--- src/rtl/bdq_pkg.sv ---
// Shared widths, operation and status codes, and cell command type for the deque.
package bdq_pkg;

  localparam int OP_W   = 3;
  localparam int WORD_W = 32;
  localparam int IDX_W  = 6;
  localparam int CNT_W  = 7;
  localparam int ST_W   = 2;

  localparam int CAPACITY_DEF = 64;

  localparam logic [OP_W-1:0] OP_PUSH_BACK  = 3'd0;
  localparam logic [OP_W-1:0] OP_POP_BACK   = 3'd1;
  localparam logic [OP_W-1:0] OP_PUSH_FRONT = 3'd2;
  localparam logic [OP_W-1:0] OP_POP_FRONT  = 3'd3;
  localparam logic [OP_W-1:0] OP_SWAP       = 3'd4;
  localparam logic [OP_W-1:0] OP_SORT       = 3'd5;

  localparam logic [ST_W-1:0] ST_OK    = 2'd0;
  localparam logic [ST_W-1:0] ST_FULL  = 2'd1;
  localparam logic [ST_W-1:0] ST_EMPTY = 2'd2;
  localparam logic [ST_W-1:0] ST_RANGE = 2'd3;

  // Actions broadcast to every cell of the row
  localparam logic [2:0] ACT_HOLD     = 3'd0;
  localparam logic [2:0] ACT_LOAD_AT  = 3'd1;
  localparam logic [2:0] ACT_SHIFT_UP = 3'd2;
  localparam logic [2:0] ACT_SHIFT_DN = 3'd3;
  localparam logic [2:0] ACT_SWAP     = 3'd4;
  localparam logic [2:0] ACT_SORT     = 3'd5;

  typedef struct packed {
    logic [2:0] act;
    logic       parity;  // odd-even exchange phase
  } cell_cmd_t;

endpackage

--- src/rtl/bdq_cell.sv ---
// One storage cell of the deque row: load, shift, swap and odd-even exchange.
module bdq_cell import bdq_pkg::*; #(
  parameter int CAPACITY = CAPACITY_DEF,
  parameter int IDX      = 0,
  localparam int AW      = $clog2(CAPACITY),
  localparam int CW      = $clog2(CAPACITY + 1)
) (
  input  logic              clk,
  input  cell_cmd_t         cmd,
  input  logic [WORD_W-1:0] val,
  input  logic [AW-1:0]     sel_a,
  input  logic [AW-1:0]     sel_b,
  input  logic [WORD_W-1:0] dat_a,
  input  logic [WORD_W-1:0] dat_b,
  input  logic [CW-1:0]     fill,
  input  logic [WORD_W-1:0] left,
  input  logic [WORD_W-1:0] right,
  output logic [WORD_W-1:0] word
);

  localparam logic PAR = IDX[0];

  logic [WORD_W-1:0] word_r, word_nxt;
  logic              pair_right, pair_left;

  // Paired with the right neighbor: keep the smaller; with the left: keep the larger
  assign pair_right = (cmd.parity == PAR) && (CW'(IDX + 1) < fill);
  assign pair_left  = (IDX > 0) && (cmd.parity != PAR) && (CW'(IDX) < fill);

  always_comb begin
    word_nxt = word_r;
    unique case (cmd.act)
      ACT_LOAD_AT: begin
        if (sel_a == AW'(IDX)) word_nxt = val;
      end
      ACT_SHIFT_UP: begin
        word_nxt = (IDX == 0) ? val : left;
      end
      ACT_SHIFT_DN: begin
        if (IDX < CAPACITY - 1) word_nxt = right;
      end
      ACT_SWAP: begin
        if (sel_a == AW'(IDX)) word_nxt = dat_b;
        else if (sel_b == AW'(IDX)) word_nxt = dat_a;
      end
      ACT_SORT: begin
        if (pair_right && ($signed(right) < $signed(word_r))) word_nxt = right;
        else if (pair_left && ($signed(left) > $signed(word_r))) word_nxt = left;
      end
      default: word_nxt = word_r;
    endcase
  end

  always_ff @(posedge clk) begin
    word_r <= word_nxt;
  end

  assign word = word_r;

endmodule

--- config.mk ---
export PLATFORM = sky130hd
export DESIGN_NAME = bdq_cell
export DESIGN_NICKNAME = d
export VERILOG_FILES = /design/src/rtl/bdq_pkg.sv /design/src/rtl/bdq_cell.sv
export SDC_FILE = /design/constraint.sdc
export NUM_CORES = 1
export LEC_CHECK = 0
export BUFFER_PORTS_ARGS = -buffer_cell sky130_fd_sc_hd__buf_2
export CAP_MARGIN = 15
export CORE_ASPECT_RATIO = 1.1
export CORE_UTILIZATION = 36
export DETAILED_ROUTE_END_ITERATION = 6
export PLACE_DENSITY = 0.78
export SLEW_MARGIN = 20
export SYNTH_ARGS = -nofsm -noshare
export SYNTH_HDL_FRONTEND = slang
export SYNTH_SLANG_ARGS = --single-unit
--- constraint.sdc ---
create_clock -name clk -period 2.72 [get_ports clk]
set_input_delay 0.136 -clock clk [delete_from_list [all_inputs] [get_ports clk]]
set_output_delay 0.136 -clock clk [all_outputs]
set_load 0.02 [all_outputs]
==> impl_metrics.tcl <==
set metrics [dict create \
    core_sq_mm 0.00709 \
    rows 32 \
    drv_slew 0 \
    yosysWarnings 0 \
    grt_first_pass_wirelength_um 13200 \
    power.total_mw 1.46 \
    post-route-util_pct 54.3 \
    cts_num_sinks 32 \
    netlist_top_cells_area "edfxtp_1, ha_1, mux2i_1, a22oi_1, o21ai_0" \
    dp_hpwl_um 6720 \
    ys_top_cells_by_count "o21ai_0, inv_1, a22oi_1, edfxtp_1, mux2i_1" \
    totalWireLength_um 8290 \
    vias 2830 \
    cp-start-kind "flip-flop" \
    numCtsBuffers 5 \
    power_density_mw_per_mm2 378 \
    grt_max_degree 33 \
    path_cells "inv_1 > ha_1 > a21oi_1 > o21ai_1 > a211o_1 > a211o_1 > or4b_4 > nand2_8 > clkbuf_16" \
    die_w_um 83.9 \
    vias_per_cell 5.21 \
    p_clk_share_pct 24.0 \
    max-slew-margin-rel_pct 48.5 \
    holdPathStages 3 \
    synth-edff-count 32 \
    synth.most_common_cell "o21ai_0" \
    regArea_sq_um 961 \
    synth.cell_area_sq_mm 0.00266 \
    clock_path_buffers 2 \
    p_int_uw 996 \
    ff2ff_path_depth 9 \
    fin_tns_setup_ns 0 \
    h-tree-depth 2 \
    synthCells 275 \
    synth_area_leader_cell "edfxtp_1" \
    syn_to_final_growth_pct 45.0 \
    post-route-worst-setup-slack_ns 0.133 \
    violations "DRC" \
    clkTransAtPathRegs_ns 0.07 \
    worstHoldStart "val[12]" \
    io-pin-count 216 \
    gp_congestion 0.764 \
    arrival_ns 2.58 \
    fin_crit_ns 2.59 \
    r2r_slack_ns 0.13 \
    swShare_pct 31.6 \
    pwr-share-seq_pct 42.1 \
    clock_latency_ns 0.28 \
    yosys.area.top_type_share_pct 36.2 \
    finalHoldViolCount 0 \
    root_buffer "clkbuf_8" \
    postCtsSetupBuffers 0 \
    grt_pass1_vias 2860 \
    rsz0062_at_grt "false" \
    synth_cell_type_count 32 \
    multi_input_area_sq_mm 0.00157 \
    max_stage_delay_ns 0.53 \
    synth-seq-area-share_pct 36.2 \
    remaining_drc_errors 22 \
    hold_path.class "in -> reg" \
    rr_endpoint "word[28]" \
    ant_nets 0 \
    cts_tree "yes" \
    grt-ovfl-total 0 \
    fp.dieH_um 92.1 \
    worstPathMaxFanout 12 \
    holdPathEnd "word[12]" \
    drtPass1Iterations 6 \
    skew_ns 0.00669 \
    power.switching_uw 460 \
    synth_nets 490 \
    ys.flop_type "edfxtp_1" \
    path_common_cell "a211o_1" \
    leakagePower_nw 2.12 \
    timing.rr.start "word[19]" \
    drt_iter0_markers 78 \
    ys_ff_latch 32 \
    max_freq_mhz 387 \
    wire_per_inst_um 15.3 \
    worst_pin_slew_ns 0.772 \
    diodes 0 \
    outcome "finished, violations left" \
    maxCapViolCount 0 \
    preCtsSetupSlack_ns 0.0384 \
    min_period_over_period_pct 95.1 \
    crit_slowest_cell "or4b_4" \
    layout-drive-gt1-share_pct 45.2 \
    grtUsageTotal_pct 21.7 \
    setup_viol 0 \
    cp-end-kind "flip-flop" \
    floorplan.initialDensity_pct 37.5 \
    avgSynthCellArea_sq_um 9.65 \
    synthArstFlopShare_pct 0 \
    share_comb_of_total_power_pct 33.9 \
    final_nets 673 \
    worstPathRequired_ns 2.72 \
    criticalPathCategory "reg -> reg" \
    ir_drop_uv 213 \
    io_buffer_count 182 \
    largest_reg_flops 32 \
    n_fill_cell 676 \
    dieArea_sq_mm 0.00772 \
    antenna_found_initial 0 \
]
==> power by group through the flow <==
stage / sequential [mW] / combinational (mW) / clock, mW
floorplan: 0.669 / 0.204 / 0
finish: 0.613 / 0.494 / 0.349
detailed placement: 0.623 / 0.476 / 0
global route: 0.617 / 0.553 / 0.383
global placement: 0.622 / 0.455 / 0
CTS: 0.613 / 0.478 / 0.360
==> worst max-delay path, delay by kind of cell, from the launching register on <==
kind	cells	cell delay, ns
AOI/OAI and AO/OA	4	0.80
and+or+nand+nor	2	0.63
DFF	1	0.38
buffers and inverters	2	0.25
adders and majority gates	1	0.24
==> how the worst max path moves through the flow <==
| stage | endpoint | slack [ns] | cells after the start | from |
|---|---|---|---|---|
| after detailed placement | word[13] | 0.04 | 9 | word[19] |
| after CTS | word[22] | 0.02 | 9 | word[17] |
| after global placement | word[22] | 0.07 | 9 | word[19] |
| final | word[28] | 0.13 | 9 | word[19] |
| after global routing | word[31] | 0.02 | 9 | word[31] |
| after floorplan | word[0] | 0.002 | 8 | word[30] |
==> through the flow <==
stage / hold WS, ns / cell area (sq um) / instances
finish: 0.149 / 3850 / 543
global route: 0.157 / 3850 / 543
CTS: 0.146 / 3780 / 542
detailed placement: 0.441 / 3700 / 535
global placement: 0.435 / 3700 / 535
floorplan: 0.345 / 2660 / 275
==> timing repair <==
action                     4_1_cts  5_1_grt
setup endpoints to repair        0       32
gates resized for setup          0        9
hold buffers                     0        0
==> cell families after synthesis <==
logic type,share of synthesized area [%]
AO/OA/AOI/OAI,22.1
buffers and inverters,6.79
AND/OR/NAND/NOR,7.87
multiplexers,12.1
flip-flops,36.2
adder cells (fa/ha/maj),14.6
XOR/XNOR,0.330
==> layer usage <==
metal	share of wire [%]	vias up	routed length (um)	GRT usage, %
met4	0.97	0	80	5.46
met5	0	-	0	0
li1	-	1409	-	-
met1	39	1292	3250	24.1
met2	53	121	4420	41.9
met3	6.5	8	540	4.32
==> cell type report <==
cell class | count | share of cell area [%]
Inverter | 34 | 3.32
Multi-Input combinational cell | 195 | 40.8
Clock buffer | 6 | 1.89
Tap cell | 85 | 2.76
Sequential cell | 32 | 25.0
Clock inverter | 1 | 0.130
Timing Repair Buffer | 190 | 26.1
==> placed cells by master, fill, tap and decap left out, drive strengths merged, types with 2 or more instances in the layout <==
cell	instances
a21oi	16
inv	34
and4	2
nand4	4
edfxtp	32
buf	189
a211o	2
o21ai	39
nor2	8
a2111oi	2
ha	31
mux2i	32
a22oi	32
or4	2
nand2	9
clkbuf	7
nand3	3
Note: power is estimated with default switching activity, not from simulation.
